File: src/hdl/npc_pkg.sv
// Shared types and constants for the nearest palette color pair block.
package npc_pkg;

  localparam int ROM_SIZE    = 23;
  localparam int IDX_W       = 5;
  localparam int DIST_W      = 10;
  // one extra bit so an empty slot sorts after every real distance
  localparam int CAND_W      = DIST_W + 1;
  localparam int TREE_LEAVES = 32;
  localparam int TREE_LEVELS = 5;
  localparam logic [DIST_W-1:0] MAX_DIST = 10'd1020;

  localparam logic [31:0] PALETTE_ROM [0:ROM_SIZE-1] = '{
    32'hFFFFFFFF, 32'h7F7F7FFF, 32'h3E3E4DFF, 32'h000000FF, 32'h000000FF,
    32'h0000007F, 32'h00000000, 32'hFF0000FF, 32'h990F02FF, 32'hFFC0CBFF,
    32'h8C0000FF, 32'h00FF00FF, 32'h172808FF, 32'h3C4C24FF, 32'h32DC32FF,
    32'h0000FFFF, 32'h82C8E5FF, 32'h00A1CEFF, 32'h1A224CFF, 32'h281E5DFF,
    32'hFFF200FF, 32'hFFBF00FF, 32'h895129FF
  };

  typedef struct packed {
    logic [CAND_W-1:0] distance;
    logic [IDX_W-1:0]  idx;
  } cand_t;

  typedef struct packed {
    cand_t first;
    cand_t second;
  } pair_t;

  localparam cand_t EMPTY_CAND = '{distance: '1, idx: '0};

endpackage

File: src/hdl/nearest_palette_color_pair.sv
// Top level: three-stage pipeline (pixel, distances, result) with valid/ready flow control.
// Finds the nearest and second-nearest entries of a fixed 23-color palette to an RGBA pixel
// under L1 distance, ties going to the earlier entry, and flags a blend when
// 4*runner-up distance < 9*nearest distance. One pixel is accepted per cycle, and each
// result passes an input register, a register holding all palette distances, and the
// result register before it is presented. A stalled output backs up through the stages;
// a pixel is still accepted while any stage is free. PALETTE_ENTRIES sets how many
// leading palette entries are searched, capped at the 23 held in ROM.
module nearest_palette_color_pair #(
  parameter int PALETTE_ENTRIES = 23
) (
  input  logic        clk,
  input  logic        rst_n,
  input  logic        in_valid,
  output logic        in_ready,
  input  logic [31:0] in_pixel_rgba,
  output logic        out_valid,
  input  logic        out_ready,
  output logic [4:0]  out_nearest_index,
  output logic [4:0]  out_runner_up_index,
  output logic        out_blend_flag,
  output logic [9:0]  out_nearest_distance
);

  localparam int NUM_ENTRIES =
    (PALETTE_ENTRIES < npc_pkg::ROM_SIZE) ? PALETTE_ENTRIES : npc_pkg::ROM_SIZE;

  logic        s1_vld_r, s1_vld_nxt;
  logic [31:0] pix_r;
  logic        s2_vld_r, s2_vld_nxt;
  logic        out_vld_r, out_vld_nxt;
  logic        s1_rdy, s2_rdy, s3_rdy;

  logic [NUM_ENTRIES-1:0][npc_pkg::DIST_W-1:0] dist_c;
  logic [NUM_ENTRIES-1:0][npc_pkg::DIST_W-1:0] dist_r;
  npc_pkg::pair_t                              best_c;

  logic [npc_pkg::DIST_W-1:0] d1_c, d2_c;
  logic [13:0]                d1_x9_c;
  logic [13:0]                d2_x4_c;
  logic                       blend_c;

  logic [4:0]  nearest_idx_r;
  logic [4:0]  runner_idx_r;
  logic        blend_r;
  logic [9:0]  nearest_dist_r;

  npc_dist #(.NUM_ENTRIES(NUM_ENTRIES)) u_dist (
    .pixel    (pix_r),
    .dist_vec (dist_c)
  );

  npc_top2 #(.NUM_ENTRIES(NUM_ENTRIES)) u_top2 (
    .dist_vec (dist_r),
    .best     (best_c)
  );

  assign s3_rdy   = !out_vld_r || out_ready;
  assign s2_rdy   = !s2_vld_r || s3_rdy;
  assign s1_rdy   = !s1_vld_r || s2_rdy;
  assign in_ready = s1_rdy;

  assign s1_vld_nxt  = s1_rdy ? in_valid : s1_vld_r;
  assign s2_vld_nxt  = s2_rdy ? s1_vld_r : s2_vld_r;
  assign out_vld_nxt = s3_rdy ? s2_vld_r : out_vld_r;

  // an empty nearest slot cannot occur with two or more entries; kept for safety
  assign d1_c = (best_c.first.distance > npc_pkg::CAND_W'(npc_pkg::MAX_DIST)) ?
                '0 : best_c.first.distance[npc_pkg::DIST_W-1:0];
  assign d2_c = best_c.second.distance[npc_pkg::DIST_W-1:0];
  assign d1_x9_c = {1'b0, d1_c, 3'b000} + {4'b0000, d1_c};
  assign d2_x4_c = {2'b00, d2_c, 2'b00};
  assign blend_c = (best_c.second.distance <= npc_pkg::CAND_W'(npc_pkg::MAX_DIST)) &&
                   (d2_x4_c < d1_x9_c);

  always_ff @(posedge clk) begin
    if (!rst_n) begin
      s1_vld_r  <= 1'b0;
      s2_vld_r  <= 1'b0;
      out_vld_r <= 1'b0;
    end else begin
      s1_vld_r  <= s1_vld_nxt;
      s2_vld_r  <= s2_vld_nxt;
      out_vld_r <= out_vld_nxt;
    end
  end

  always_ff @(posedge clk) begin
    if (s1_rdy && in_valid) begin
      pix_r <= in_pixel_rgba;
    end
    if (s2_rdy && s1_vld_r) begin
      dist_r <= dist_c;
    end
    if (s3_rdy && s2_vld_r) begin
      nearest_idx_r  <= best_c.first.idx;
      runner_idx_r   <= best_c.second.idx;
      blend_r        <= blend_c;
      nearest_dist_r <= d1_c;
    end
  end

  assign out_valid            = out_vld_r;
  assign out_nearest_index    = nearest_idx_r;
  assign out_runner_up_index  = runner_idx_r;
  assign out_blend_flag       = blend_r;
  assign out_nearest_distance = nearest_dist_r;

  // input stalls only when every stage holds an item
  a_stall_full: assert property (@(posedge clk) disable iff (!rst_n)
    !in_ready |-> (s1_vld_r && s2_vld_r && out_vld_r))
    else $error("input stalled with a free pipeline stage");

  a_pair_distinct: assert property (@(posedge clk) disable iff (!rst_n)
    out_valid |-> (out_nearest_index != out_runner_up_index))
    else $error("nearest and runner-up indexes match");

  a_index_range: assert property (@(posedge clk) disable iff (!rst_n)
    out_valid |-> (out_nearest_index < 5'(NUM_ENTRIES) &&
                   out_runner_up_index < 5'(NUM_ENTRIES)))
    else $error("result index beyond searched palette");

  a_exact_no_blend: assert property (@(posedge clk) disable iff (!rst_n)
    (out_valid && out_blend_flag) |-> (out_nearest_distance != 10'd0))
    else $error("blend flagged on an exact match");

endmodule

File: src/hdl/npc_dist.sv
// L1 distance from one pixel to every searched palette entry.
module npc_dist #(
  parameter int NUM_ENTRIES = 23
) (
  input  logic [31:0]                                  pixel,
  output logic [NUM_ENTRIES-1:0][npc_pkg::DIST_W-1:0] dist_vec
);

  function automatic logic [npc_pkg::DIST_W-1:0] l1_dist(
    input logic [31:0] a,
    input logic [31:0] b
  );
    logic [npc_pkg::DIST_W-1:0] sum;
    logic [7:0]                 x;
    logic [7:0]                 y;
    sum = '0;
    for (int ch = 0; ch < 4; ch++) begin
      x = a[ch*8 +: 8];
      y = b[ch*8 +: 8];
      sum = sum + npc_pkg::DIST_W'((x > y) ? (x - y) : (y - x));
    end
    return sum;
  endfunction

  for (genvar j = 0; j < NUM_ENTRIES; j++) begin : g_lane
    assign dist_vec[j] = l1_dist(pixel, npc_pkg::PALETTE_ROM[j]);
  end

endmodule

File: src/hdl/npc_top2.sv
// Merge tree that picks the nearest and second-nearest entries, earlier entry on ties.
module npc_top2 #(
  parameter int NUM_ENTRIES = 23
) (
  input  logic [NUM_ENTRIES-1:0][npc_pkg::DIST_W-1:0] dist_vec,
  output npc_pkg::pair_t                               best
);

  // Left operand always covers earlier entries, so strict compares keep list order.
  function automatic npc_pkg::pair_t merge(
    input npc_pkg::pair_t a,
    input npc_pkg::pair_t b
  );
    npc_pkg::pair_t r;
    if (b.first.distance < a.first.distance) begin
      r.first  = b.first;
      r.second = (b.second.distance < a.first.distance) ? b.second : a.first;
    end else begin
      r.first  = a.first;
      r.second = (b.first.distance < a.second.distance) ? b.first : a.second;
    end
    return r;
  endfunction

  npc_pkg::pair_t leaf [npc_pkg::TREE_LEAVES];

  for (genvar j = 0; j < npc_pkg::TREE_LEAVES; j++) begin : g_leaf
    if (j < NUM_ENTRIES) begin : g_real
      assign leaf[j].first.distance = {1'b0, dist_vec[j]};
      assign leaf[j].first.idx      = npc_pkg::IDX_W'(j);
      assign leaf[j].second         = npc_pkg::EMPTY_CAND;
    end else begin : g_pad
      assign leaf[j].first  = npc_pkg::EMPTY_CAND;
      assign leaf[j].second = npc_pkg::EMPTY_CAND;
    end
  end

  always_comb begin
    npc_pkg::pair_t node [npc_pkg::TREE_LEAVES];
    for (int j = 0; j < npc_pkg::TREE_LEAVES; j++) begin
      node[j] = leaf[j];
    end
    // in place: slot k is written only after slots below 2k have been read
    for (int l = 0; l < npc_pkg::TREE_LEVELS; l++) begin
      for (int k = 0; k < (npc_pkg::TREE_LEAVES >> (l + 1)); k++) begin
        node[k] = merge(node[2*k], node[2*k+1]);
      end
    end
    best = node[0];
  end

endmodule

File: config.mk
export PLATFORM = sky130hd
export DESIGN_NAME = nearest_palette_color_pair
export DESIGN_NICKNAME = d
export VERILOG_FILES = /design/src/hdl/npc_pkg.sv /design/src/hdl/nearest_palette_color_pair.sv /design/src/hdl/npc_dist.sv /design/src/hdl/npc_top2.sv
export SDC_FILE = /design/constraint.sdc
export NUM_CORES = 2
export LEC_CHECK = 0
export CORE_UTILIZATION = 40
export CTS_CLUSTER_DIAMETER = 30
export CTS_CLUSTER_SIZE = 14
export DETAILED_ROUTE_END_ITERATION = 12
export DONT_BUFFER_PORTS = 1
export PLACE_DENSITY_LB_ADDON = 0.25
export SLEW_MARGIN = 25
export SYNTH_ARGS = -nofsm -noshare
export SYNTH_HDL_FRONTEND = slang
export SYNTH_SLANG_ARGS = --single-unit
File: constraint.sdc
create_clock -name clk -period 25 [get_ports clk]
set_input_delay 2.5 -clock clk [delete_from_list [all_inputs] [get_ports clk]]
set_output_delay 2.5 -clock clk [all_outputs]
set_load 0.005 [all_outputs]
======== Yosys cells after proc, flatten, opt, wreduce, memory -nomap -nowiden ========
Cells that the tools add are included.
operators by class
  add/sub/neg operators ................... 147
  mux-type cells .......................... 116
  order comparisons ....................... 118
  reduce and logical (&&, ||, !) cells .... 10
operator list
  operator              count
  $mux 16               45
  $add 10x10->10        58
  $mux 10               47
  $mux 32               13
  $lt 11x11->1          33
  $mux 31               11
  $sub 8x8->9 const A   17
  $sub 8x8->9 const B   17
  $gt 8x8->1 const B    17
  $lt 11x10->1 const A  12
  $lt 10x11->1 const B  11
  $lt 10x10->1          11
  $sub 6x8->9 const A   10
  $sub 8x6->9 const B   10
  $sub 7x8->9 const A   9
  $sub 8x7->9 const B   9
  $gt 8x6->1 const B    10
  $gt 8x7->1 const B    9
  $sub 1x8->9 const A   4
  $gt 8x1->1 const B    4
  $sub 5x8->9 const A   3
  $sub 8x5->9 const B   3
  $gt 8x5->1 const B    3
  $lt 11x11->1 const A  2
  13 further kinds      23
word-level totals
  register bits after elaboration ......... 276
  input port bits ......................... 36

======== Depth between registers and ports, before layout ========
  depth in word-level cells ............... 20
  mapped depth ............................ 75

======== Hierarchy ========
Synthesis repeated with hierarchy kept, for this count alone.
second synthesis, totals
  cells, all modules ...................... 5833
  area total of the unflattened synthesis .. 50360.8 sq um
modules (own cells, without submodules)
  module                      instances  cells an instance  area an instance (sq um)
  npc_dist                    1          2862               22884.4
  npc_top2                    1          2580               18116.1
  nearest_palette_color_pair  1          391                9360.2

======== Worst setup path before layout ========
No wires, ideal clock.
  path kind ............................... in2reg
  start point ............................. in out_ready
  end point ............................... reg dist_r[0] in the netlist's numbering (enable)
  stages .................................. 2
  required time ........................... 23884 ps
  arrival time ............................ 18002 ps
  path buffers ............................ 0
  path slack .............................. 5882 ps
  cells stage by stage .................... nor2b_1 > a21boi_0
on the way
  word-level cells in the longest chain between the ends .. 3
RTL lines
  item                    line                              RTL
  start: declaration      nearest_palette_color_pair.sv:18  input logic out_ready,
  $logic_or 1x1->1        nearest_palette_color_pair.sv:58  assign s3_rdy = !out_vld_r || out_ready;
  $logic_or 1x1->1        nearest_palette_color_pair.sv:59  assign s2_rdy = !s2_vld_r || s3_rdy;
  $logic_and 1x1->1       nearest_palette_color_pair.sv:92  if (s2_rdy && s1_vld_r) begin
  end signal: assignment  nearest_palette_color_pair.sv:93  dist_r <= dist_c;
  end: declaration        nearest_palette_color_pair.sv:35  logic [NUM_ENTRIES-1:0][npc_pkg::DIST_W-1:0] dist_r;
Every way passes these cells.
A chain may end at the register's enable or synchronous reset.

======== Worst setup path after layout ========
  start point ............................. reg dist_r[45] in the netlist's numbering
  end point ............................... reg blend_r (netlist: out_blend_flag), data pin
RTL lines
  item                    line                              RTL
  $lt 10x10->1            npc_top2.sv:15                    if (b.first.distance < a.first.distance) begin
  $mux 31                 npc_top2.sv:15
  $lt 11x11->1            npc_top2.sv:15
  $mux 32                 npc_top2.sv:15
  $lt 11x11->1            npc_top2.sv:15
  $mux 32 (*)             npc_top2.sv:15
  $lt 11x11->1            npc_top2.sv:15
  $mux 32 (*)             npc_top2.sv:15
  $lt 11x11->1            npc_top2.sv:15
  $mux 32 (*)             npc_top2.sv:15
  $gt 11x10->1            nearest_palette_color_pair.sv:68  assign d1_c = (best_c.first.distance > npc_pkg::CAND_W'(npc_pkg::MAX_DIST)) ?
  $mux 10 (*)             nearest_palette_color_pair.sv:68
  net d1_c, one bit       nearest_palette_color_pair.sv:38  logic [npc_pkg::DIST_W-1:0] d1_c, d2_c;
  $add 13x10->14 (*)      nearest_palette_color_pair.sv:71  assign d1_x9_c = {1'b0, d1_c, 3'b000} + {4'b0000, d1_c};
  $lt 12x14->1 (*)        nearest_palette_color_pair.sv:74  (d2_x4_c < d1_x9_c);
  $logic_and 1x1->1 (*)   nearest_palette_color_pair.sv:73  assign blend_c = (best_c.second.distance <= npc_pkg::CAND_W'(npc_pkg::MAX_DIST)) &&
  net blend_c             nearest_palette_color_pair.sv:41  logic blend_c;
  end signal: assignment  nearest_palette_color_pair.sv:98  blend_r <= blend_c;
  end: declaration        nearest_palette_color_pair.sv:45  logic blend_r;
The timed path passes the listed nets; every way through them passes the cells marked *.

==> impl_metrics.csv <==
group,metric,value,unit
status,status,"finished clean",
sta,tns,0,ps
sta,layout_min_cycle_time,16570,ps
sta,maxSlewViolCount,0,
die,die_h,352,um
cells_and_area,nets,6785,
detailed_routing,vias_per_cell,5.84,
sta,rsz0062_at_grt,"false",
critical_path,cp_slowest_cell,"o21ai_0",
critical_path,worst_setup_path_start_kind,"flip-flop",
worst_hold_path,min_from,"s1_vld_r",
logic_synthesis,syn_inst,5841,
critical_path,crit_fanout,41,
clock_network,clock-sinks,270,
logic_synthesis,yosysMostFrequentCell,"inv_1",
logic_synthesis,synth_ff_type,"edfxtp_1",
worst_hold_path,min_to,"s2_vld_r",
cells_and_area,fin_util,44.0,%
detailed_routing,via_count,43600,
place,port_buffers,0,
clock_network,cts.htree.levels,3,
clock_network,path_clk_slew,50,ps
logic_synthesis,ys_types,99,
critical_path,critPathCaptureType,"flip-flop",
critical_path,critPathKind,"flip-flop to flip-flop",
clock_network,clkLatencyLatePin,640,ps
global_route,grt_pass1_wl,275000,um
critical_path,r2r_end,"out_blend_flag",
die,io_pins,59,
sta,hold_viol_final,0,
cells_and_area,drive_gt1_share,6.37,%
worst_hold_path,min_path_cells,2,
critical_path,max_stage_delay,920,ps
global_route,grt_max_degree,72,
sta,tightest_slew,1190,ps
logic_synthesis,synth_top_area_cell,"ha_1",
sta,min_period_over_period,66.3,%
logic_synthesis,async_flop_share,0,%
place,hpwl,153000,um
sta,setup_viol,0,
critical_path,arrival,16920,ps
critical_path,rrSetupSlack,8430,ps
worst_hold_path,worstHoldPathType,"flip-flop to flip-flop",
detailed_routing,final_antenna_net_count,0,
logic_synthesis,synth_edf_count,267,
cells_and_area,syn2layout_area_growth,8.99,%
detailed_routing,first_iter_violations,4459,
clock_network,cts_resized,0,
flow_run,max_cap_viol_count,0,
critical_path,cp_common_cell,"ha_1",
clock_network,cts.path.max_buffers,3,
global_route,grt_use_total,29.9,%
logic_synthesis,ys_seq_elements,270,
logic_synthesis,ys_top_cells_by_count,"inv_1 (709), ha_1 (652), a21oi_1 (612)",
logic_synthesis,synth_top_area_share,16.6,%
place,gp_congestion,1.02,
sta,clock_skew,24.1,ps
die,dieWidth,352,um
global_route,grt_pass1_vias,41800,
logic_synthesis,synth.cell_area,49100,sq um
critical_path,rr_startpoint,"dist_r[45]",
critical_path,crit_buf_inv,6,
clock_network,cts_tree,"done",
die,initial_core_util,40.4,%
critical_path,crit_family,"compound AO/OA/AOI/OAI gates",
logic_synthesis,ys_warn_count,0,
logic_synthesis,synthTopCellsByArea,"ha_1 (17%), edfxtp_1 (16%), fa_1 (12%)",
critical_path,worst_r2r_path_depth,56,
detailed_routing,first_pass_iters,6,
detailed_routing,wl_per_cell,25.2,um
logic_synthesis,synth_nets,6834,
clock_network,cts_root_buffer,"clkbuf_16",
detailed_routing,wl,188000,um
logic_synthesis,synth_area_per_cell,8.41,sq um
detailed_routing,drc_errors,0,
clock_network,cts_buffers,69,
clock_network,hold_buffers,0,
sta,max_freq,0.0604,GHz
critical_path,required,25350,ps
die,die-area,124000,sq um
global_route,grt-ovfl-total,0,
logic_synthesis,seq_area_frac_synth,16.4,%
die,core_area,122000,sq um
global_route,antenna_found_initial,8,
die,rows,128,
clock_network,postCtsSetupBuffers,0,
sta,relSlewSlack,20.7,%
[layer usage]
layer	vias up	routed length, um	GRT usage, %
met1	20900	81800	40.5
met5	-	0	0
met4	0	13000	18.3
met2	1919	79400	44.8
li1	20400	-	-
met3	450	13900	4.39
[sequential cells by signal, indices dropped and copies added, names as in the netlist]
register and cells:
out_valid 1, out_nearest_distance 10, s2_vld_r 1, out_runner_up_index 5
s1_vld_r 1, dist_r 214, pix_r 32, out_blend_flag 1
out_nearest_index 5
[worst reg2reg max path, delay by kind of cell (launching register included)]
kind	cells	cell delay, ps
simple gates	10	2840
flops	1	490
buf+inv	6	1610
mux	4	1870
fa+ha+maj	9	2810
compound gates	26	6490
xor+xnor	1	150
[how the worst max path moves through the flow]
stage	startpoint	end	slack [ps]	depth (start not counted)
6_report	dist_r[45]	out_blend_flag	8430	56
2_1_floorplan	out_ready	dist_r[0]	5880	2
4_1_cts	dist_r[45]	out_blend_flag	8580	56
3_5_place_dp	dist_r[45]	out_blend_flag	8630	56
5_1_grt	dist_r[45]	out_blend_flag	7320	56
3_3_place_gp	dist_r[44]	out_blend_flag	8790	56
[placed cells by master, fill, tap and decap left out, types with 116 or more instances in the layout]
| master | instances |
|---|---|
| a21o_1 | 156 |
| a21oi_1 | 608 |
| buf_4 | 116 |
| edfxtp_1 | 267 |
| fa_1 | 305 |
| ha_1 | 652 |
| inv_1 | 709 |
| mux2i_1 | 276 |
| nand2_1 | 405 |
| nor2_1 | 406 |
| o21ai_0 | 320 |
| xnor2_1 | 365 |
[area by class of cell]
type                            instances  area, sq um
Multi-Input combinational cell       4615        37600
Sequential cell                       270         8080
Clock buffer                           75         1750
Tap cell                             1625         2030
Timing Repair Buffer                  116          871
Antenna cell                            1         2.50
Fill cell                           12200        68200
Inverter                              720         2700
Clock inverter                         48          537
[metrics by stage]
step                hold slack (ps)  instances  cell area (sq um)  worst slack, ps
CTS                             575       7469              53500             8580
detailed placement              570       7346              51200             8630
global route                    641       7469              53500             7320
finish                          571       7470              53500             8430
global placement                562       7346              51200             8790
floorplan                       498       5841              49100             5880
[logic make-up (layout without fill, tap and decap cells)]
logic type | Yosys count | after routing | share of synthesized area (%)
compound gates | 1615 | 1615 | 20.4
simple gates | 1259 | 1259 | 11.7
fa+ha+maj | 965 | 965 | 29.2
buf+inv | 956 | 959 | 7.36
xor+xnor | 439 | 439 | 7.83
mux | 337 | 337 | 7.05
flops | 270 | 270 | 16.4
other cells | 0 | 1 | 0
Power is left out: the tool's default activity adds up to more than one toggle a clock period on the data nets, which glitch-free logic cannot reach.
